File: src/rtl/bppm_pkg.sv
`default_nettype none
package bppm_pkg;

  localparam int NUM_CHANNELS    = 2;
  localparam int FRAME_SAMPLES   = 1024;
  localparam int TICKS_PER_FRAME = 40000;
  localparam int FADE_TICK_STEP  = 1;

  localparam int CH_W   = (NUM_CHANNELS > 1) ? $clog2(NUM_CHANNELS) : 1;
  localparam int AW     = $clog2(FRAME_SAMPLES);
  localparam int FP_W   = $clog2(FRAME_SAMPLES + 1);
  localparam int TICK_W = 16;
  localparam longint unsigned QMAX = (64'd65535 * FRAME_SAMPLES) / TICKS_PER_FRAME;
  localparam int POS_W  = $clog2(QMAX + 1);
  localparam int XW     = TICK_W + FP_W;
  localparam int RSH    = 32;
  localparam longint unsigned RECIP = (64'd1 << RSH) / TICKS_PER_FRAME;
  localparam int RW     = $clog2(RECIP + 1);

  localparam logic [1:0] ACT_EDGE  = 2'd0;
  localparam logic [1:0] ACT_CLOSE = 2'd1;
  localparam logic [1:0] ACT_READ  = 2'd2;

  localparam logic [2:0] REG_TOTAL_VOLUME   = 3'd0;
  localparam logic [2:0] REG_PLAY_ENABLE    = 3'd1;
  localparam logic [2:0] REG_FADEOUT_ENABLE = 3'd2;
  localparam logic [2:0] REG_SILENCE_LEVEL  = 3'd3;
  localparam logic [2:0] REG_FADEOUT_PERIOD = 3'd4;

  typedef struct packed {
    logic [1:0]  action;
    logic [2:0]  channel;
    logic        level;
    logic [15:0] tick;
  } in_t;

  typedef struct packed {
    logic       valid_res;
    logic [7:0] sample;
    logic       frame_end;
  } out_t;

  typedef struct packed {
    logic [1:0]       action;
    logic             ch_ok;
    logic [2:0]       channel;
    logic             level;
    logic [POS_W-1:0] pos;
  } qent_t;

  typedef struct packed {
    logic [6:0]  total_volume;
    logic        play_enable;
    logic        fadeout_enable;
    logic [7:0]  silence_level;
    logic [15:0] fadeout_period;
  } cfg_t;

endpackage
`default_nettype wire

File: src/rtl/bppm_queue.sv
`default_nettype none
module bppm_queue (
  input  wire logic            clk,
  input  wire logic            rst_n,
  input  wire logic            push,
  input  wire bppm_pkg::qent_t wdata,
  output logic                 full,
  input  wire logic            pop,
  output logic                 valid,
  output bppm_pkg::qent_t      rdata
);

  bppm_pkg::qent_t mem_r [2];
  logic            wp_r;
  logic            rp_r;
  logic [1:0]      cnt_r;

  assign full  = (cnt_r == 2'd2);
  assign valid = (cnt_r != 2'd0);
  assign rdata = mem_r[rp_r];

  // hold up to two classified items
  always_ff @(posedge clk) begin
    if (!rst_n) begin
      wp_r  <= 1'b0;
      rp_r  <= 1'b0;
      cnt_r <= 2'd0;
    end else begin
      if (push) wp_r <= ~wp_r;
      if (pop)  rp_r <= ~rp_r;
      cnt_r <= cnt_r + {1'b0, push} - {1'b0, pop};
    end
  end

  always_ff @(posedge clk) begin
    if (push) mem_r[wp_r] <= wdata;
  end

endmodule
`default_nettype wire

File: config.mk
export PLATFORM = sky130hd
export DESIGN_NAME = bppm_queue
export DESIGN_NICKNAME = d
export VERILOG_FILES = /design/src/rtl/bppm_pkg.sv /design/src/rtl/bppm_queue.sv
export SDC_FILE = /design/constraint.sdc
export NUM_CORES = 1
export LEC_CHECK = 0
export ABC_CLOCK_PERIOD_IN_PS = 5100
export BUFFER_PORTS_ARGS = -buffer_cell sky130_fd_sc_hd__buf_4
export CORE_MARGIN = 2
export CORE_UTILIZATION = 40
export CTS_CLUSTER_DIAMETER = 80
export DETAILED_ROUTE_END_ITERATION = 10
export GPL_ROUTABILITY_DRIVEN = 0
export MAX_ROUTING_LAYER = met4
export SYNTH_ARGS = -nofsm -noshare
export SYNTH_HDL_FRONTEND = slang
export SYNTH_SLANG_ARGS = --single-unit
File: constraint.sdc
create_clock -name clk -period 5.1 [get_ports clk]
set_input_delay 1.02 -clock clk [delete_from_list [all_inputs] [get_ports clk]]
set_output_delay 1.02 -clock clk [all_outputs]
set_load 0.1 [all_outputs]
Word level (Yosys, flattened, before mapping)
Memory sizes are Yosys's and may differ from the RTL's. A register that Yosys moved wholly into a read port is not among the register bits.
Index checks and enable logic that the tools add are counted.
W data, S select, Z words.
- output and inout port bits: 20
- memories kept: 1
- memory bits (writable): 36
- bits of input ports: 22
- logic and storage cells: 14
- flip-flop bits (word level): 4
- reduce and logical (&&, ||, !) cells: 1
- equality and inequality tests: 1
- add/subtract/negate cells: 2
- bitwise operators: 2
- mux-type cells: 4
- memory list (memory ; depth ; bits a word ; rd ports ; clocked after memory_dff ; wr ports ; line ; source):
    mem_r ; 2 ; 18 ; 1 ; 1 ; 1 ; bppm_queue.sv:13 ; bppm_pkg::qent_t mem_r [2];
- operator list (cell ; number):
    $mux W1 ; 4
    $add A2 B1 Y2 ; 1
    $eq A2 B2 Y1 const B ; 1
    $not A1 Y1 ; 2
    $reduce_bool A2 Y1 ; 1
    $sub A2 B1 Y2 ; 1

Longest topological paths before layout
Gate-level depths: netlist (run 1).
- word-level depth: 3
- depth in mapped cells: 6
- gate-level depth less buffers: 6

Least setup slack after synthesis (run 1)
No wires, ideal clock.
- kind: register to output
- from: reg cnt_r[1]
- to: out full
- buffers on the path: 0
- slack: 2382 ps
- data required time: 4080 ps
- arrival: 1698 ps
- cell stages (with the launch flop): 2
- cells stage by stage: dfxtp_1 nor2b_1
- word-level cells in the longest chain between the ends: 1
- ends and longest elaborated chain (item ; line ; source):
    from (decl) ; bppm_queue.sv:16 ; logic [1:0] cnt_r;
    from (signal assigned) ; bppm_queue.sv:31 ; cnt_r <= cnt_r + {1'b0, push} - {1'b0, pop};
    $eq A2 B2 Y1 ; bppm_queue.sv:18 ; assign full = (cnt_r == 2'd2);
    to (decl) ; bppm_queue.sv:7 ; output logic full,
Every way passes these cells.

==> run metrics, run 1 <==
Die ar.=4470 sq um; number of synthesized register bits=a little over 40; H-Tree Level Count=2; transition time at the pin with the least slew margin=995 ps; # IOs=42; synthesized netlist cell count=77; worst-case reg-to-reg path depth=1; Sum Neg Setup Slack=0 ps; hpwl dp=1.64 mm; netlist area before placement=1580 sq um; core area=3720 sq um; number of maximum-capacitance constraint violations=0; Post-Synthesis Mean Instance Area=about 21 sq um; initial core utilization=42.5%; insertion delay to the later sink of the worst-skew pair=270 ps; residual antenna-violating net count after detailed routing=0; slack of the worst reg-to-reg path=3630 ps; count of buffers inserted at the top-level ports=between 40 and 50; number of pins exceeding their max-slew limit in the final report=0; number of design rule violations left after detail routing=0; Net count, final=about 150; number of diodes added for antenna fixing=0; leakage power=0.000794 uW; headroom to the max-slew limit=33.5%; Clk Tree Root Cell=sky130_fd_sc_hd__clkbuf_8; minimum clock period=2930 ps; Crit Path Max Fanout=18; Max rail drop VDD=0.000222 V; aggregate global routing overflow=0; vias in the first global route=803; Period Utilization, post-route=roughly 57%; vias per inst=roughly 4.6; initial antenna violation count=0; fraction of final layout cells sized beyond drive strength 1=54.0%; quantity of gates resized following cts=0; critical path endpoint category=primary output; die outline width=66.9 um; total routing resource utilization after global routing=11.6%; final core utilization=53.8%; status=finished, final reports clean; sequential area share after synthesis=74.7%; number of buffers inserted to repair setup after CTS=0; average routed wire per standard cell=13.7 um; clock tree from TritonCTS=yes; total via count after detailed routing=around 790; number of hold violations in the final report=0; vertical extent of the die=between 60 and 70 um; final cell count without fillers=about 170; reg2reg start=wp_r; signed area change from the synthesized netlist to the final layout=26.6%; Worst Setup Path Type=reg2out; capturing element of the worst setup path=rdata[0]; Cells after DPL=164; worst endpoint required time=about 4100 ps; initial DRC count=32; total iterations of the first detailed-routing run=3; number of hold-repair buffers added at the cts stage=0; WL final=2.36 mm; net count of the mapped netlist=around 100; Netlist cell types=14; global-route wire length before repair=between 3 and 4 mm; clock transition at the registers of the reported paths=~70 ps; Worst setup SP type=register; floorplan row count=22; # setup viols final=0; CTS Sinks=a little over 40; pin count of the biggest net entering global routing=20; areal power density over the cells=413 nW/um^2; Critical Path AT=~1900 ps; Bufs on Longest Clock Path=2; endpoint of the most critical register-to-register path=mem_r[0][9]; setup repair after global routing missed its margin=no; worst min-delay path class=reg2reg; clk_skew=2.44 ps; Num CTS Buffers=5; maximum achievable frequency=341 MHz; Synth warnings=0; number of fillers in the final layout=323
-- metrics by stage --
stage / hold slack, ps / setup WS (ps) / cell area [sq um] / total power [uW]
2_1_floorplan: 555 / 2380 / 1580 / 602
3_3_place_gp: 568 / 2420 / 1920 / 645
3_5_place_dp: 575 / 2430 / 1920 / 649
4_1_cts: 589 / 2110 / 2000 / 838
5_1_grt: 614 / 2050 / 2000 / 859
6_report: 583 / 2170 / 2000 / 827
-- worst min path at each step --
stage	slack, ps	to	from	cells past startpoint
after detailed placement	570	rp_r	rp_r	2
after CTS	590	rp_r	rp_r	2
after global placement	570	register	rp_r	2
final	580	rp_r	rp_r	2
after global routing	610	register	rp_r	2
after floorplan	550	register	rp_r	2
-- synth_stat cells --
| cell | number | area (sq um) |
|---|---|---|
| sky130_fd_sc_hd__inv_1 | 2 | 7.51 |
| sky130_fd_sc_hd__dfxtp_1 | 5 | 100 |
| sky130_fd_sc_hd__nor2b_1 | 4 | 25.0 |
| sky130_fd_sc_hd__buf_6 | 1 | 11.3 |
| sky130_fd_sc_hd__xnor3_1 | 1 | 22.5 |
| sky130_fd_sc_hd__and2_1 | 4 | 25.0 |
| sky130_fd_sc_hd__mux2_4 | 10 | 150 |
| sky130_fd_sc_hd__ha_1 | 2 | 25.0 |
| sky130_fd_sc_hd__xor2_1 | 1 | 8.76 |
| sky130_fd_sc_hd__o21a_1 | 1 | 7.51 |
| sky130_fd_sc_hd__edfxtp_1 | 36 | 1080 |
| sky130_fd_sc_hd__buf_12 | 1 | 20.0 |
| sky130_fd_sc_hd__or2_2 | 1 | 6.26 |
| sky130_fd_sc_hd__mux2_2 | 8 | 90.1 |
-- cell families after synthesis --
kind of cell / after synthesis / synth area share (%)
mux: 18 / 15.2
xor+xnor: 2 / 1.98
simple gates: 9 / 3.56
buf+inv: 4 / 2.45
fa+ha+maj: 2 / 1.58
flops: 41 / 74.7
compound gates: 1 / 0.475
-- final cells by class --
type / count / area, sq um / share of cell area, %
well taps: 48 / 60.1 / 3.00
multi-input cells: 32 / 363 / 18.1
flip-flops and latches: 41 / 1180 / 59.0
clock buffers: 5 / 68.8 / 3.44
repair buffers: 41 / 308 / 15.4
clock inverters: 3 / 12.5 / 0.625
inverters: 2 / 7.51 / 0.375
-- worst max-delay path: stages, from the launching register on --
cell and delay, ps:
sky130_fd_sc_hd__dfxtp_1 970, sky130_fd_sc_hd__mux2_2 420, sky130_fd_sc_hd__buf_4 230
-- sequential cells by signal (all words and copies together), names as in the netlist, named ones only --
signal  count
cnt_r       2
rp_r        1
wp_r        1
mem_r      36
-- layer usage --
| layer | share of wire [%] | up-vias | wire length [um] | GRT usage (%) |
|---|---|---|---|---|
| met3 | 5.0 | 2 | 117 | 3.04 |
| met4 | 0.55 | 0 | 13 | 5.36 |
| li1 | - | 379 | - | - |
| met1 | 42 | 380 | 988 | 12.9 |
| met5 | 0 | - | 0 | - |
| met2 | 52 | 24 | 1240 | 19.5 |
-- power breakdown --
group | internal, uW | switching [uW]
clock network | 91.9 | 96.3
registers | 387 | 13.5
logic | 68.3 | 170
total | 548 | 279
-- cells in the final DEF (no fill, tap or decap), drive strengths merged --
master,n
xnor3,1
buf,41
dfxtp,5
or2,1
and2,4
clkinv,3
o21a,1
mux2,18
clkbuf,5
nor2b,4
xor2,1
inv,2
edfxtp,36
ha,2
No activity file was read; power rests on OpenSTA's default activity.
==> inputs of run 2 (changes only) <==
ABC_AREA = 1   (was not set)
ABC_CLOCK_PERIOD_IN_PS = 2400   (was 5100)
PLACE_DENSITY = 0.66   (was not set)
clock period = 2.4 ns   (was 5.1 ns; I/O delays follow)
==> run 2 against run 1 <==
Core utilization up 0.57 points. Die area down 0.15%. Clock skew up 1.9 ps. Sequential share of layout area down 0.62 points. Non-clock buffer count up 2. Clock power up 130%. Synthesized area down 0.16%. Worst hold slack worse by 200 ps. Critical path type unchanged. Wire length up 2.7%. Combinational power up 84%. Worst setup slack worse by 1900 ps.
==> run metrics, run 2 <==
worst-case reg-to-reg path depth=2; synthesized netlist cell count=between 80 and 90; number of synthesized register bits=41; worst endpoint required time=between 1500 and 2000 ps; reg2reg start=wp_r; global-route wire length before repair=3.77 mm; WL final=between 2 and 2.5 mm; async set or reset register ratio after synthesis=0%; sequential area share after synthesis=74.9%; transition time at the pin with the least slew margin=712 ps; number of hold violations in the final report=0; core area=~3700 sq um; number of flip-flops in the largest register=36; minimum clock period=2160 ps; capturing element of the worst setup path=rdata[4]; pin count of the biggest net entering global routing=19; number of maximum-capacitance constraint violations=0; H-Tree Level Count=2; Synth warnings=0; Die ar.=4460 sq um; dominant cells by area after synthesis=sky130_fd_sc_hd__edfxtp_1, sky130_fd_sc_hd__mux2_4, sky130_fd_sc_hd__dfxtp_1; setup repair after global routing missed its margin=no; number of buffers inserted to repair setup after CTS=0; Worst Setup Path Type=reg2out; Net count, final=approximately 160; number of design rule violations left after detail routing=0; Min-Delay Startpoint=wdata[11]; die outline width=66.8 um; signed area change from the synthesized netlist to the final layout=28.2%; clock transition at the registers of the reported paths=about 70 ps; Largest regs=mem_r: 36 flops, cnt_r: 2 flops; overall power=1710 uW; status=finished, final reports clean; total routing resource utilization after global routing=between 10% and 20%; number of hold-repair buffers added at the cts stage=0; Num CTS Buffers=5; most area-hungry cell type in the Yosys netlist=sky130_fd_sc_hd__edfxtp_1; quantity of gates resized following cts=0; maximum achievable frequency=463 MHz; Worst setup SP type=register; top cells by count, synth=sky130_fd_sc_hd__edfxtp_1, sky130_fd_sc_hd__mux2_4, sky130_fd_sc_hd__nand2_1, sky130_fd_sc_hd__mux2_2, sky130_fd_sc_hd__nor2_1; floorplan row count=22; final critical-path setup slack=240 ps; clk_skew=4.34 ps; top register by number of flip-flops=mem_r; initial DRC count=39; number of enable flip-flop cells after synthesis=36; CTS Sinks=41; portion of synthesized cell area occupied by the leading cell type=about two thirds; aggregate global routing overflow=0; insertion delay to the later sink of the worst-skew pair=280 ps; headroom to the max-slew limit=~52%; vias per inst=4.65; netlist area before placement=1580 sq um; worst min-delay path class=in2reg; count of buffers inserted at the top-level ports=a little over 40; initial antenna violation count=0; critical path endpoint category=primary output; Crit Path Max Fanout=11; leakage power=0.000835 uW; number of diodes added for antenna fixing=0; number of pins exceeding their max-slew limit in the final report=0; total iterations of the first detailed-routing run=4; Critical Path AT=1680 ps; # setup viols final=0; Max rail drop VDD=0.000491 V; pre-CTS WS=521 ps; total via count after detailed routing=roughly 860; leading cell types in the layout, fill and taps excluded=sky130_fd_sc_hd__buf_4, sky130_fd_sc_hd__edfxtp_1, sky130_fd_sc_hd__mux2_4; fraction of final layout cells sized beyond drive strength 1=49.3%; vias in the first global route=just under 900; library cell with the highest instance count after synthesis=sky130_fd_sc_hd__edfxtp_1; endpoint of the most critical register-to-register path=mem_r[1][9]; number of fillers in the final layout=315; average routed wire per standard cell=roughly 13 um; Sum Neg Setup Slack=0 ps; Bufs on Longest Clock Path=2; leading cell type in the layout, fill and taps excluded=sky130_fd_sc_hd__buf_4; vertical extent of the die=66.8 um; dominant synthesized flop cell=sky130_fd_sc_hd__edfxtp_1; residual antenna-violating net count after detailed routing=0; initial core utilization=42.5%; Period Utilization, post-route=90.0%; slack of the worst reg-to-reg path=a little over 1000 ps; net count of the mapped netlist=113; hpwl dp=1.83 mm; clock tree from TritonCTS=yes; areal power density over the cells=844 nW/um^2; Clk Tree Root Cell=sky130_fd_sc_hd__clkbuf_8; Post-Synthesis Mean Instance Area=17.7 sq um; # IOs=42; Netlist cell types=12
## run 2: cell types whose count changed in the layout (fill, tap and decap cells not counted), moves of 2 or more
cell                       previous run  this run
sky130_fd_sc_hd__nor2b_1              3         0
sky130_fd_sc_hd__nand2_1              0         9
sky130_fd_sc_hd__buf_4               41        43
sky130_fd_sc_hd__inv_1                2         7
sky130_fd_sc_hd__clkinv_1             2         0
sky130_fd_sc_hd__and2_1               4         0
sky130_fd_sc_hd__nor2_1               0         7
sky130_fd_sc_hd__clkbuf_1             0         2
## run 2: how the worst min path moves through the flow
| stage | end | slack, ps | cells past startpoint |
|---|---|---|---|
| 2_1_floorplan | register | 460 | 2 |
| 3_3_place_gp | rp_r | 480 | 2 |
| 3_5_place_dp | wp_r | 520 | 2 |
| 4_1_cts | mem_r[0][11] | 370 | 1 |
| 5_1_grt | mem_r[0][11] | 360 | 1 |
| 6_report | mem_r[1][11] | 380 | 1 |
## run 2: kinds of logic after synthesis
group	after synthesis	share of synthesized area, %
adder cells (fa/ha/maj)	2	1.59
multiplexers	18	15.2
AO/OA/AOI/OAI	1	0.317
flip-flops	41	74.9
buffers and inverters	9	3.65
AND/OR/NAND/NOR	18	4.36
## run 2: final cells by class
type	count	area, sq um	share of cell area, %
inverters	7	26.3	1.30
repair buffers	43	323	16.0
well taps	48	60.1	2.97
clock buffers	8	90.1	4.46
flip-flops and latches	41	1180	58.4
multi-input cells	39	342	16.9
## run 2: worst max-delay path, cell delays in order, from the launching register on
cell and delay, ps:
sky130_fd_sc_hd__dfxtp_1 510, sky130_fd_sc_hd__buf_4 300, sky130_fd_sc_hd__mux2_2 360, sky130_fd_sc_hd__buf_4 230
## run 2: per-stage QoR
stage / utilization [%] / hold slack [ps] / area (sq um) / std cells
6_report: 54.4 / 383 / 2020 / 186
5_1_grt: 54.4 / 362 / 2020 / 186
4_1_cts: 54.4 / 375 / 2020 / 186
3_5_place_dp: 52.0 / 523 / 1930 / 178
3_3_place_gp: 52.0 / 477 / 1930 / 178
2_1_floorplan: - / 463 / 1580 / 89
## run 2: metal layers
metal / track usage, % / up-vias / share of wire [%]
li1: - / 416 / -
met1: 12.9 / 414 / 37
met2: 20.8 / 29 / 54
met3: 5.07 / 5 / 7.9
met4: 6.12 / 0 / 1.4
met5: - / - / 0
## run 2: where the power goes
part           leakage [uW]  total [uW]  switching (uW)  internal, uW
clock             0.0000455         432             198           234
sequential         0.000380         836            14.7           822
combinational      0.000410         438             322           115
total              0.000835        1710             535          1170
