File: src/rtl/bppm_pkg.sv
`default_nettype none
package bppm_pkg;

  localparam int NUM_CHANNELS    = 2;
  localparam int FRAME_SAMPLES   = 1024;
  localparam int TICKS_PER_FRAME = 40000;
  localparam int FADE_TICK_STEP  = 1;

  localparam int CH_W   = (NUM_CHANNELS > 1) ? $clog2(NUM_CHANNELS) : 1;
  localparam int AW     = $clog2(FRAME_SAMPLES);
  localparam int FP_W   = $clog2(FRAME_SAMPLES + 1);
  localparam int TICK_W = 16;
  localparam longint unsigned QMAX = (64'd65535 * FRAME_SAMPLES) / TICKS_PER_FRAME;
  localparam int POS_W  = $clog2(QMAX + 1);
  localparam int XW     = TICK_W + FP_W;
  localparam int RSH    = 32;
  localparam longint unsigned RECIP = (64'd1 << RSH) / TICKS_PER_FRAME;
  localparam int RW     = $clog2(RECIP + 1);

  localparam logic [1:0] ACT_EDGE  = 2'd0;
  localparam logic [1:0] ACT_CLOSE = 2'd1;
  localparam logic [1:0] ACT_READ  = 2'd2;

  localparam logic [2:0] REG_TOTAL_VOLUME   = 3'd0;
  localparam logic [2:0] REG_PLAY_ENABLE    = 3'd1;
  localparam logic [2:0] REG_FADEOUT_ENABLE = 3'd2;
  localparam logic [2:0] REG_SILENCE_LEVEL  = 3'd3;
  localparam logic [2:0] REG_FADEOUT_PERIOD = 3'd4;

  typedef struct packed {
    logic [1:0]  action;
    logic [2:0]  channel;
    logic        level;
    logic [15:0] tick;
  } in_t;

  typedef struct packed {
    logic       valid_res;
    logic [7:0] sample;
    logic       frame_end;
  } out_t;

  typedef struct packed {
    logic [1:0]       action;
    logic             ch_ok;
    logic [2:0]       channel;
    logic             level;
    logic [POS_W-1:0] pos;
  } qent_t;

  typedef struct packed {
    logic [6:0]  total_volume;
    logic        play_enable;
    logic        fadeout_enable;
    logic [7:0]  silence_level;
    logic [15:0] fadeout_period;
  } cfg_t;

endpackage
`default_nettype wire

File: src/rtl/bppm_front.sv
`default_nettype none
module bppm_front (
  input  wire logic            clk,
  input  wire logic            rst_n,
  input  wire logic            in_valid,
  output logic                 in_ready,
  input  wire bppm_pkg::in_t   in_data,
  output logic                 q_push,
  output bppm_pkg::qent_t      q_wdata,
  input  wire logic            q_full
);

  localparam logic [1:0] F_IDLE = 2'd0;
  localparam logic [1:0] F_M1   = 2'd1;
  localparam logic [1:0] F_M2   = 2'd2;
  localparam logic [1:0] F_PUSH = 2'd3;

  logic [1:0]                          state_r;
  bppm_pkg::in_t                       item_r;
  logic [bppm_pkg::XW-1:0]             x_r;
  logic [bppm_pkg::XW+bppm_pkg::RW-1:0] p1_r;
  logic [bppm_pkg::POS_W-1:0]          q0_r;
  logic [bppm_pkg::XW:0]               m2_r;
  logic [bppm_pkg::POS_W-1:0]          q0;
  logic [bppm_pkg::XW:0]               rem;
  logic [bppm_pkg::POS_W-1:0]          pos;

  assign in_ready = (state_r == F_IDLE);

  // estimate from the reciprocal, then correct by one
  assign q0  = p1_r[bppm_pkg::RSH +: bppm_pkg::POS_W];
  assign rem = {1'b0, x_r} - m2_r;
  assign pos = (rem >= (bppm_pkg::XW+1)'(bppm_pkg::TICKS_PER_FRAME)) ? q0_r + 1'b1 : q0_r;

  assign q_push          = (state_r == F_PUSH) && !q_full;
  assign q_wdata.action  = item_r.action;
  assign q_wdata.ch_ok   = (32'(item_r.channel) < bppm_pkg::NUM_CHANNELS);
  assign q_wdata.channel = item_r.channel;
  assign q_wdata.level   = item_r.level;
  assign q_wdata.pos     = pos;

  // advance the tick-to-position sequence
  always_ff @(posedge clk) begin
    if (!rst_n) begin
      state_r <= F_IDLE;
    end else begin
      unique case (state_r)
        F_IDLE: if (in_valid) state_r <= F_M1;
        F_M1:   state_r <= F_M2;
        F_M2:   state_r <= F_PUSH;
        F_PUSH: if (!q_full) state_r <= F_IDLE;
        default: state_r <= F_IDLE;
      endcase
    end
  end

  always_ff @(posedge clk) begin
    if (in_valid && in_ready) begin
      item_r <= in_data;
      x_r    <= bppm_pkg::XW'(in_data.tick * bppm_pkg::FP_W'(bppm_pkg::FRAME_SAMPLES));
    end
    p1_r <= x_r * bppm_pkg::RW'(bppm_pkg::RECIP);
    q0_r <= q0;
    m2_r <= (bppm_pkg::XW+1)'(q0 * 16'(bppm_pkg::TICKS_PER_FRAME));
  end

endmodule
`default_nettype wire

File: config.mk
export PLATFORM = sky130hd
export DESIGN_NAME = bppm_front
export DESIGN_NICKNAME = d
export VERILOG_FILES = /design/src/rtl/bppm_pkg.sv /design/src/rtl/bppm_front.sv
export SDC_FILE = /design/constraint.sdc
export NUM_CORES = 1
export LEC_CHECK = 0
export BUFFER_PORTS_ARGS = -buffer_cell sky130_fd_sc_hd__buf_4
export CELL_PAD_IN_SITES_DETAIL_PLACEMENT = 0
export CELL_PAD_IN_SITES_GLOBAL_PLACEMENT = 2
export CORE_MARGIN = 2
export CORE_UTILIZATION = 42
export DETAILED_ROUTE_END_ITERATION = 6
export GPL_TIMING_DRIVEN = 0
export PLACE_DENSITY = 0.81
export REMOVE_ABC_BUFFERS = 1
export SLEW_MARGIN = 20
export SYNTH_ARGS = -nofsm -noshare
export SYNTH_HDL_FRONTEND = slang
export SYNTH_SLANG_ARGS = --single-unit
File: constraint.sdc
create_clock -name clk -period 7.65 [get_ports clk]
set_clock_uncertainty 0.1 [all_clocks]
set_input_delay 1.53 -clock clk [delete_from_list [all_inputs] [get_ports clk]]
set_output_delay 1.53 -clock clk [all_outputs]
set_load 0.005 [all_outputs]
-- After elaboration in Yosys (flattened, before gate mapping)
Cells that the tools add are included.
- RAM bits: 0
- word-level logic and storage cells: 28
- memory bits (read-only): 0
- memories: 0
- flip-flop bits (word level): 98
- output and inout port bits: 20
- bits of input ports: 26
- latch bits: 0
- divide/modulo/power cells: 0
- shifts and indexed selects: 0
- $add $sub $neg: 2
- reductions and logical operators: 5
- $lt $le $gt $ge: 2
- bitwise operators: 0
- equal/unequal tests: 5
- mux-type cells: 4
- multipliers: 2
- operator list (kind ; number):
    16-bit by 16-bit multiplier with 32-bit output, second input constant ; 1
    28-bit by 16-bit greater-or-equal comparator with 1-bit output, second input constant ; 1
    26-bit by 27-bit subtractor with 28-bit output ; 1
    11-bit by 10-bit multiplier with 21-bit output, second input constant ; 1
    11-bit by 1-bit adder with 11-bit output, second input constant ; 1
    11-bit two-way mux ; 1
    2-bit case mux with 4 select lines ; 1
    2-bit equality test, second input constant ; 2
    2-bit two-way mux ; 2
    2-bit != test, second input constant ; 2
    3-bit by 2-bit < comparator with 1-bit output, second input constant ; 1
    2-bit by 1-bit equality test with 1-bit output, second input constant ; 1
    1-bit logical AND ; 2
    2-bit logical NOT ; 1
    2-bit AND reduction ; 1
    1-bit logical NOT ; 1

-- Logic depth before layout (Yosys ltp)
Gate-level depths: netlist of the first run.
- depth in word-level cells: 3
- depth in mapped cells: 23
- gate-level depth less buffers: 23

-- Least setup slack after synthesis of the first run
OpenSTA, ideal clock, no wires.
- path kind: register to register
- start point: register x_r[19] in the netlist's numbering
- end point: register p1_r[41] in the netlist's numbering
- clock period less this slack: 6.127 ns
- required time: 7.478 ns
- stages on the path, launching flop included: 22
- arrival: 5.954 ns
- setup time: 0.072 ns
- path slack: 1.523 ns
- cells stage by stage: edfxtp_1 -> ha_1 -> inv_1 -> fa_1 -> inv_1 -> fa_1 -> fa_1 -> fa_1 -> inv_1 -> fa_1 -> inv_1 -> ha_1 -> a21oi_1 -> o21a_1 -> or3b_1 -> o32a_1 -> a41oi_2 -> a2111oi_1 -> and3_1 -> or3_4 -> a21oi_2 -> xnor2_1
- longest elaborated chain between the ends: 1
- ends and longest elaborated chain (item ; RTL line ; RTL):
    from (decl) ; bppm_front.sv:20 ; logic [bppm_pkg::XW-1:0] x_r;
    from (signal assigned) ; bppm_front.sv:60 ; x_r <= bppm_pkg::XW'(in_data.tick * bppm_pkg::FP_W'(bppm_pkg::FRAME_SAMPLES));
    16-bit by 16-bit multiplier with 32-bit output ; bppm_front.sv:62 ; p1_r <= x_r * bppm_pkg::RW'(bppm_pkg::RECIP);
    to (signal assigned) ; bppm_front.sv:62 ;
    to (decl) ; bppm_front.sv:21 ; logic [bppm_pkg::XW+bppm_pkg::RW-1:0] p1_r;
Every way passes these cells.
A chain may end at the register's enable or synchronous reset.

-- Worst setup path in the final report of the first run
- start point: register x_r[12] in the netlist's numbering
- end point: register p1_r[42] in the netlist's numbering
Same word-level chain as after synthesis.

==> results.txt, run 1 <==
RD Place Congestion -> 0.841
Hold violation count in the final report -> 0
CTS Sinks -> 63
Die width -> 150 um
Drt total wl -> 18700 um
Slew headroom -> 0.576
CTS tree -> built
Via Count -> 5882
# IOs -> 46
First-pass GRT wire length -> 30700 um
Final TNS setup -> 0 ns
Worst-skew pair later-pin latency -> 0.34 ns
Largest net degree at the start of global routing -> 23
Average routed wire per standard cell -> 15.1 um
Mean Syn Cell Area -> 9.87 um^2
Register-to-register setup slack -> 0.69 ns
Cell variety after synth -> 57
Hold-fix buffers, CTS -> 0
Critical R2R Capture -> p1_r[42]$_DFF_P_
H-tree Lvls -> 3
CP max FO -> 7
Synth top area share -> 0.284
Hold depth -> 0
Post-synth ARST share -> 0
Yosys top cell by area -> ha_1
Row count -> 53
Number of global-route vias before repair -> 5968
Mapped Cells -> 910
Share of cells above drive strength 1 -> 0.0755
Final setup viols -> 0
Startpoint types -> flop
Setup crit start -> x_r[12]$_DFFE_PP_
Yosys warning count -> 0
Number of synthesized flops with an enable pin -> 22
Port bufs -> 45
Remaining antenna violation count -> 0
Starting density of the core -> 0.427
Hold Path End -> q0_r[0]$_DFF_P_
RSZ-0062 raised after global routing -> false
Crit path buffers/inverters -> 3
CP max stage cell -> a2111oi_1
Ratio of routed vias to standard cells -> 4.74
CP peak stage delay -> 0.58 ns
Ys flop type -> dfxtp_1
CTS clock-pin slew for the worst setup and hold paths -> 0.05 ns
Die Y -> 150 um
Worst Tran Pin Value -> 0.636 ns
R2r startpoint -> x_r[12]$_DFFE_PP_
Cell repeated most along the worst path -> fa_1
#FFs+latches synth -> 63
Gr usage total -> 0.181
DP HPWL -> 16400 um
Die area -> 22600 um^2
Number of gates resized after CTS -> 0
Initial antenna violation count -> 0
Critical Path End Type -> flop
Nets -> 1298
DRC violations left -> 0
FMAX -> 144 MHz
ANT cells -> 0
Synth top area cells -> ha_1, fa_1, inv_1, dfxtp_1, edfxtp_1
Post-Synthesis Cell Area -> 8980 um^2
# Max-Cap Violations -> 0
Drt first pass iters -> 4
Setup CP Type -> flop to flop
Area growth syn-to-layout -> 11.2%
Critical Path RT -> 7.76 ns
Hold crit path type -> flop to flop
Total CTS buffers -> 9
Status -> completed
Worst Reg-to-Reg Cells -> 22
Critical Path, Cell by Cell -> ha_1 -> xor2_1 -> ha_1 -> a21oi_1 -> fa_1 -> inv_1 -> fa_1 -> fa_1 -> inv_1 -> fa_1 -> inv_1 -> ha_1 -> a21oi_1 -> o21ai_0 -> or3b_1 -> o32a_1 -> a41oi_2 -> a2111oi_1 -> and3_1 -> nor2_1 -> a211o_1 -> xnor2_1
Total congestion overflow -> 0
Layout fillers -> 2053
Register area share after synthesis -> 0.165
Final worst-path cycle share -> 0.910
Tmin final -> 6.96 ns
Drt first-iter violations -> 128
CTS root buf -> clkbuf_16
Crit-path leading delay family -> adder cells
Setup bufs post-CTS -> 0
Hold_sp -> p1_r[32]$_DFF_P_
Final max-slew violation count -> 0
CORE AREA -> 21000 um^2
WP data arrival -> 7.07 ns
CTS Buffer Depth -> 2
[flip-flops by register name, summed over array words and instances (netlist names)]
register,flops
m2_r,17
x_r,16
p1_r,11
q0_r,11
q_wdata,6
state_r,2
[layer usage]
layer | GRT usage | share of wire | wire length (um)
met3 | 0.0291 | 0.026 | 495
met2 | 0.307 | 0.47 | 8820
met4 | 0.0335 | 0.0099 | 185
met1 | 0.246 | 0.49 | 9220
met5 | 0 | 0 | 0
[layout make-up]
class                           count  area (um^2)  area share
Multi-Input combinational cell    592         6540       0.655
Sequential cell                    63         1480       0.148
Inverter                          251          942      0.0944
Tap cell                          275          344      0.0345
Timing Repair Buffer               45          338      0.0338
Clock buffer                       11          233      0.0233
Clock inverter                      5          106      0.0107
[cells in the mapped netlist (2+ instances only)]
master,count
mux2i_1,2
fa_1,106
o211a_1,2
a211oi_1,5
a31oi_1,5
nor2_1,27
a21o_1,9
o21bai_1,4
a221o_1,2
nand2b_1,7
and3_1,9
xnor2_1,36
xor2_1,17
and2_1,8
a21oi_1,27
a211o_1,5
o21ai_0,10
nand4b_1,2
nand4_1,11
inv_1,251
a31o_2,2
o2111ai_1,3
edfxtp_1,22
nand3_1,10
o311ai_0,2
nor3b_1,4
a21oi_2,2
o21a_1,2
ha_1,204
o211ai_1,2
or2_2,3
nor3_1,9
nor2b_1,7
clkbuf_1,3
dfxtp_1,41
nand2_1,26
or3_1,3
[worst register-to-register path, delay by kind of cell (launching register included)]
kind,cells,cell delay [ns]
flops,1,0.56
fa+ha+maj,7,3.08
buf+inv,3,0.14
compound gates,7,1.91
xor+xnor,2,0.49
simple gates,3,0.55
[through the flow]
step	instances	setup slack [ns]	hold slack, ns	utilization	instance area, um^2
4_1_cts	1242	0.553	0.389	0.475	9980
6_report	1242	0.692	0.384	0.475	9980
3_3_place_gp	1226	0.605	0.376	0.459	9640
2_1_floorplan	906	1.52	0.309	-	8960
5_1_grt	1242	0.234	0.404	0.475	9980
3_5_place_dp	1226	0.586	0.381	0.459	9640
[worst max-delay path by stage]
stage | end | slack [ns] | cells after the start
5_1_grt | p1_r[42]$_DFF_P_ | 0.23 | 22
3_3_place_gp | p1_r[42]$_DFF_P_ | 0.60 | 22
3_5_place_dp | p1_r[42]$_DFF_P_ | 0.59 | 22
2_1_floorplan | p1_r[41]$_DFF_P_ | 1.52 | 21
6_report | p1_r[42]$_DFF_P_ | 0.69 | 22
4_1_cts | p1_r[42]$_DFF_P_ | 0.55 | 22
[placed cells by master, fill, tap and decap left out, types with 4 or more instances in the layout]
cell and n:
edfxtp_1 22, a21oi_1 27, nand2b_1 7, ha_1 204
o21bai_1 4, nand3_1 10, nor2b_1 7, o21ai_0 10
nor3_1 9, and3_1 9, dfxtp_1 41, buf_4 45
fa_1 106, and2_1 7, clkbuf_16 9, a211o_1 5
xnor2_1 36, a31oi_1 5, a21o_1 9, nand2_1 26
xor2_1 17, inv_1 251, nor2_1 27, nor3b_1 4
a211oi_1 5, nand4_1 11
[logic make-up (layout without fill, tap and decap cells)]
group / count (synthesis) / in the layout / share of synthesized area
AOI/OAI and AO/OA: 94 / 94 / 0.0740
buffers and inverters: 255 / 312 / 0.107
and+or+nand+nor: 132 / 132 / 0.0783
DFF: 63 / 63 / 0.165
adders and majority gates: 310 / 310 / 0.521
xor gates and xnor gates: 53 / 53 / 0.0517
muxes: 3 / 3 / 0.00348
Power of run 1 is left out: the tool's default activity adds up to more than one toggle a clock period on the data nets, which glitch-free logic cannot reach.
==> run 2: changes to the inputs <==
--- a/config.mk
+++ b/config.mk
@@ -5,14 +5,14 @@
 export SDC_FILE = /design/constraint.sdc
 export NUM_CORES = 1
 export LEC_CHECK = 0
-export BUFFER_PORTS_ARGS = -buffer_cell sky130_fd_sc_hd__buf_4
 export CELL_PAD_IN_SITES_DETAIL_PLACEMENT = 0
 export CELL_PAD_IN_SITES_GLOBAL_PLACEMENT = 2
 export CORE_MARGIN = 2
-export CORE_UTILIZATION = 42
+export CORE_UTILIZATION = 43
 export DETAILED_ROUTE_END_ITERATION = 6
+export DONT_BUFFER_PORTS = 1
 export GPL_TIMING_DRIVEN = 0
-export PLACE_DENSITY = 0.81
+export PLACE_DENSITY = 0.8
 export REMOVE_ABC_BUFFERS = 1
 export SLEW_MARGIN = 20
 export SYNTH_ARGS = -nofsm -noshare
==> run 2 against run 1 <==
Against the previous run: via count grew 0.32%; first-iteration DRC count grew 57%; routed wire length shrank 0.41%; global-route usage grew 0.71 points; non-clock buffer count shrank 45; setup slack gained 0.19 ns; final area shrank 3.7%; sequential share of layout area grew 0.57 points; critical path depth is the same; die area shrank 2.3%; register-to-register slack gained 0.19 ns; cell count shrank 4.0%; critical endpoint is now p1_r[41]$_DFF_P_.
==> results.txt, run 2 (synthesis gave the netlist of run 1 again) <==
Drt first-iter violations -> 201 (+57%)
Share of cells above drive strength 1 -> 0.0315 (-0.0440)
CTS tree -> built
CTS Buffer Depth -> 2 (unchanged)
Port bufs -> 0 (-100%)
First-pass GRT wire length -> 31700 um (+3.2%)
Final max-slew violation count -> 0 (unchanged)
Pre-CTS worst setup slack -> 0.802 ns (+0.216 ns)
Setup CP Type -> flop to flop
Area of the multi-input gates -> 6540 um^2 (unchanged)
Average routed wire per standard cell -> 15.6 um (+3.8%)
Status -> completed
Slew headroom -> 0.584 (+0.00798)
Worst-skew pair later-pin latency -> 0.34 ns (about the same)
Reg area -> 1480 um^2 (unchanged)
Most frequent cells in the layout -> inv_1, ha_1, fa_1
Die Y -> 148 um (-1.1%)
DP HPWL -> 16200 um (-1.3%)
Worst Reg-to-Reg Cells -> 22 (unchanged)
Nets -> 1253 (-3.5%)
Critical Path End Type -> flop
Critical Path RT -> 7.82 ns (+0.06 ns)
Gr usage total -> 0.188 (+0.00708)
# Max-Cap Violations -> 0 (unchanged)
Final TNS setup -> 0 ns (unchanged)
Ratio of routed vias to standard cells -> 4.95 (+4.5%)
Tmin final -> 6.76 ns (-0.193 ns)
Final WS setup -> 0.885 ns (+0.193 ns)
Biggest regs -> m2_r (17), x_r (16)
Setup bufs post-CTS -> 0 (unchanged)
WP data arrival -> 6.94 ns (-0.13 ns)
CP max FO -> 7 (unchanged)
ANT cells -> 0 (unchanged)
Row count -> 52 (-1.9%)
Total CTS buffers -> 9 (unchanged)
Initial antenna violation count -> 0 (unchanged)
Number of gates resized after CTS -> 0 (unchanged)
Starting density of the core -> 0.441 (+0.0138)
Number of flip-flops in the largest register -> 17 (unchanged)
Hold crit path type -> flop to flop
Final setup viols -> 0 (unchanged)
Via Count -> 5901 (+0.32%)
Total congestion overflow -> 0 (unchanged)
Area growth syn-to-layout -> 7.08%
Drt total wl -> 18600 um (-0.41%)
Hold violation count in the final report -> 0 (unchanged)
CORE AREA -> 20400 um^2 (-3.1%)
Hold-fix buffers, CTS -> 0 (unchanged)
CTS Sinks -> 63 (unchanged)
Worst Tran Pin Value -> 0.622 ns (-0.0135 ns)
Hold depth -> 0 (unchanged)
Number of global-route vias before repair -> 6167 (+3.3%)
Layout fillers -> 1975 (-3.8%)
H-tree Lvls -> 3 (unchanged)
DRC violations left -> 0 (unchanged)
Die area -> 22000 um^2 (-2.3%)
CTS clock-pin slew for the worst setup and hold paths -> 0.05 ns (about the same)
CTS root buf -> clkbuf_16
FMAX -> 148 MHz (+2.9%)
Top reg by flops -> m2_r
Die width -> 148 um (-1.1%)
# IOs -> 46 (unchanged)
Remaining antenna violation count -> 0 (unchanged)
RD Place Congestion -> 0.858 (+1.9%)
Largest net degree at the start of global routing -> 23 (unchanged)
Final worst-path cycle share -> 0.884 (-0.0252)
Drt first pass iters -> 4 (unchanged)
Startpoint types -> flop
RSZ-0062 raised after global routing -> false
Commonest non-fill, non-tap cell in the layout -> inv_1
Hold WS -> 0.389 ns (+0.00445 ns)
[run 2: changes by cell type in the layout (fill, tap and decap cells not counted)]
| cell | delta |
|---|---|
| inv_4 | +1 |
| bufinv_16 | -3 |
| clkinvlp_4 | -1 |
| clkbuf_1 | -1 |
| clkinv_2 | +1 |
| clkbuf_16 | +2 |
| clkbuf_8 | +1 |
| buf_4 | -45 |
[run 2: through the flow]
step,instances,area (um^2),utilization
CTS,1192,9610,0.472
global placement,1176,9300,0.457
finish,1192,9610,0.472
detailed placement,1176,9300,0.457
floorplan,906,8960,-
global route,1192,9610,0.472
[run 2: critical path, cell delays in order, from the launching register on]
cell and delay [ns]:
edfxtp_1 0.57, ha_1 0.46, xor2_1 0.33, ha_1 0.22
a21oi_1 0.06, fa_1 0.50, inv_1 0.07, fa_1 0.55
fa_1 0.56, inv_1 0.05, fa_1 0.52, inv_1 0.04
ha_1 0.30, a21oi_1 0.13, o21ai_0 0.13, or3b_1 0.36
o32a_1 0.38, a41oi_2 0.31, a2111oi_1 0.17, and3_1 0.24
or3_4 0.38, a21oi_2 0.15, xnor2_1 0.12
[run 2: final timing paths]
check | end | from | slack [ns]
setup / recovery | p1_r[41]$_DFF_P_ | x_r[12]$_DFFE_PP_ | 0.89
hold / removal | q0_r[0]$_DFF_P_ | p1_r[32]$_DFF_P_ | 0.39
setup reg to reg | p1_r[41]$_DFF_P_ | x_r[12]$_DFFE_PP_ | 0.89
hold reg to reg | q0_r[0]$_DFF_P_ | p1_r[32]$_DFF_P_ | 0.39
[run 2: cell type report]
type / count / area share
Clock inverter: 3 / 0.00208
Inverter: 251 / 0.0980
Tap cell: 270 / 0.0351
Clock buffer: 13 / 0.0305
Multi-Input combinational cell: 592 / 0.680
Sequential cell: 63 / 0.154
[run 2: metal layers]
metal | part of all wire | vias to the layer above | GRT usage
met1 | 0.50 | 2822 | 0.272
li1 | - | 2955 | -
met5 | 0 | - | 0
met2 | 0.44 | 107 | 0.288
met4 | 0.014 | 0 | 0.0438
met3 | 0.048 | 17 | 0.0411
Power of run 2 is left out for the same reason.
==> run 3: changes to the inputs <==
--- a/config.mk
+++ b/config.mk
@@ -8,11 +8,12 @@
 export CELL_PAD_IN_SITES_DETAIL_PLACEMENT = 0
 export CELL_PAD_IN_SITES_GLOBAL_PLACEMENT = 2
 export CORE_MARGIN = 2
-export CORE_UTILIZATION = 43
+export CORE_UTILIZATION = 44
+export CTS_BUF_LIST = sky130_fd_sc_hd__clkbuf_2
 export DETAILED_ROUTE_END_ITERATION = 6
 export DONT_BUFFER_PORTS = 1
 export GPL_TIMING_DRIVEN = 0
-export PLACE_DENSITY = 0.8
+export PLACE_DENSITY = 0.82
 export REMOVE_ABC_BUFFERS = 1
 export SLEW_MARGIN = 20
 export SYNTH_ARGS = -nofsm -noshare
==> run 3 against run 2 <==
Against the previous run: setup slack worse by 0.22 ns; sequential share of layout area up 0.30 points; sequential cell count unchanged; global-route usage about the same; cell count unchanged.
==> results.txt, run 3 (synthesis gave the netlist of run 1 again) <==
Status -> completed
CP peak stage delay -> 0.62 ns (+0.05 ns)
# Max-Cap Violations -> 0 (unchanged)
Top reg by flops -> m2_r
RSZ-0062 raised after global routing -> false
Average routed wire per standard cell -> 15.5 um (-0.90%)
CP Depth -> 22 (unchanged)
Crit-path leading delay family -> adder cells
Crit path buffers/inverters -> 3 (unchanged)
Via Count -> 5744 (-2.7%)
Drt total wl -> 18500 um (-0.90%)
CTS root buf -> clkbuf_2
CTS tree -> built
Critical Path End Type -> flop
Die area -> 21600 um^2 (-2.2%)
Ratio of routed vias to standard cells -> 4.82 (-2.7%)
Slew headroom -> 0.590 (+0.00553)
Worst Tran Pin Value -> 0.615 ns (-0.00672 ns)
FMAX -> 143 MHz (-3.1%)
Final max-slew violation count -> 0 (unchanged)
Remaining antenna violation count -> 0 (unchanged)
Startpoint types -> flop
Initial antenna violation count -> 0 (unchanged)
Hold-fix buffers, CTS -> 0 (unchanged)
Die width -> 147 um (-1.1%)
Share of cells above drive strength 1 -> 0.0325 (+0.00108)
Row count -> 52 (unchanged)
DRC violations left -> 0 (unchanged)
Layout fillers -> 1952 (-1.2%)
Area growth syn-to-layout -> 5.00%
Die Y -> 147 um (-1.1%)
Most frequent cells in the layout -> inv_1, ha_1, fa_1
Total congestion overflow -> 0 (unchanged)
Final TNS setup -> 0 ns (unchanged)
DP HPWL -> 16300 um (+0.64%)
ANT cells -> 0 (unchanged)
Drt first pass iters -> 5 (+1)
CP max stage cell -> edfxtp_1
Largest net degree at the start of global routing -> 23 (unchanged)
Total CTS buffers -> 9 (unchanged)
Cell repeated most along the worst path -> fa_1
Critical Path, Cell by Cell -> ha_1 -> xor2_1 -> ha_1 -> a21oi_1 -> fa_1 -> inv_1 -> fa_1 -> fa_1 -> inv_1 -> fa_1 -> inv_1 -> ha_1 -> a21oi_1 -> o21ai_0 -> or3b_1 -> o32a_1 -> a41oi_2 -> a2111oi_1 -> and3_1 -> or3_4 -> a21oi_2 -> xnor2_1
Number of gates resized after CTS -> 0 (unchanged)
Critical Path RT -> 8.04 ns (+0.22 ns)
Tmin final -> 6.98 ns (+0.217 ns)
Nets -> 1253 (unchanged)
Starting density of the core -> 0.447 (+0.00571)
Hold violation count in the final report -> 0 (unchanged)
Number of flip-flops in the largest register -> 17 (unchanged)
Gr usage total -> 0.188 (about the same)
Final setup viols -> 0 (unchanged)
RD Place Congestion -> 0.834 (-2.8%)
Drt first-iter violations -> 200 (-0.50%)
CP max FO -> 7 (unchanged)
H-tree Lvls -> 3 (unchanged)
Worst-skew pair later-pin latency -> 0.55 ns (+0.21 ns)
CORE AREA -> 20100 um^2 (-1.3%)
Number of global-route vias before repair -> 6111 (-0.91%)
CTS clock-pin slew for the worst setup and hold paths -> 0.21 ns (+0.16 ns)
# IOs -> 46 (unchanged)
Placed inst area -> 9300 um^2 (unchanged)
Commonest non-fill, non-tap cell in the layout -> inv_1
Final worst-path cycle share -> 0.913 (+0.0284)
CTS Sinks -> 63 (unchanged)
Hold depth -> 0 (unchanged)
WP data arrival -> 7.38 ns (+0.44 ns)
First-pass GRT wire length -> 31300 um (-1.3%)
Biggest regs -> m2_r (17), x_r (16)
Port bufs -> 0 (unchanged)
Hold crit path type -> flop to flop
Worst Reg-to-Reg Cells -> 22 (unchanged)
Cell area after layout -> 9430 um^2 (-1.9%)
CTS Buffer Depth -> 2 (unchanged)
Setup bufs post-CTS -> 0 (unchanged)
Setup CP Type -> flop to flop
run 3: final timing paths:
check	startpoint	end	slack (ns)
setup reg to reg	x_r[12]$_DFFE_PP_	p1_r[41]$_DFF_P_	0.67
setup / recovery	x_r[12]$_DFFE_PP_	p1_r[41]$_DFF_P_	0.67
hold reg to reg	p1_r[42]$_DFF_P_	q0_r[10]$_DFF_P_	0.42
hold / removal	p1_r[42]$_DFF_P_	q0_r[10]$_DFF_P_	0.42
run 3: per-stage QoR:
stage / hold WS (ns) / instances / worst slack (ns) / util
6_report: 0.419 / 1192 / 0.668 / 0.469
5_1_grt: 0.455 / 1192 / 0.294 / 0.469
4_1_cts: 0.439 / 1192 / 0.555 / 0.469
3_5_place_dp: 0.397 / 1176 / 0.587 / 0.463
3_3_place_gp: 0.398 / 1176 / 0.615 / 0.463
2_1_floorplan: 0.309 / 906 / 1.52 / -
run 3: worst register-to-register path: stages, from the launching register on:
cell and delay, ns:
edfxtp_1 0.62, ha_1 0.46, xor2_1 0.37, ha_1 0.22, a21oi_1 0.05, fa_1 0.49, inv_1 0.06, fa_1 0.56
fa_1 0.56, inv_1 0.06, fa_1 0.53, inv_1 0.04, ha_1 0.30, a21oi_1 0.13, o21ai_0 0.21, or3b_1 0.40
o32a_1 0.41, a41oi_2 0.32, a2111oi_1 0.16, and3_1 0.24, or3_4 0.38, a21oi_2 0.15, xnor2_1 0.13
run 3: final cells by class:
| cell class | count | area [um^2] | share of cell area |
|---|---|---|---|
| tap | 270 | 338 | 0.0358 |
| multi-input combinational | 592 | 6540 | 0.694 |
| clock inverter | 7 | 81.3 | 0.00863 |
| sequential | 63 | 1480 | 0.157 |
| clock buffer | 9 | 45.0 | 0.00478 |
| inverter | 251 | 942 | 0.0999 |
run 3: metal layers:
layer | track usage | share of wire | wire length, um | vias up
met1 | 0.275 | 0.52 | 9590 | 2702
met4 | 0.0393 | 0.011 | 195 | 0
met5 | 0 | 0 | 0 | -
met3 | 0.0329 | 0.030 | 553 | 10
li1 | - | - | - | 2959
met2 | 0.293 | 0.44 | 8140 | 73
Power of run 3 is left out for the same reason.
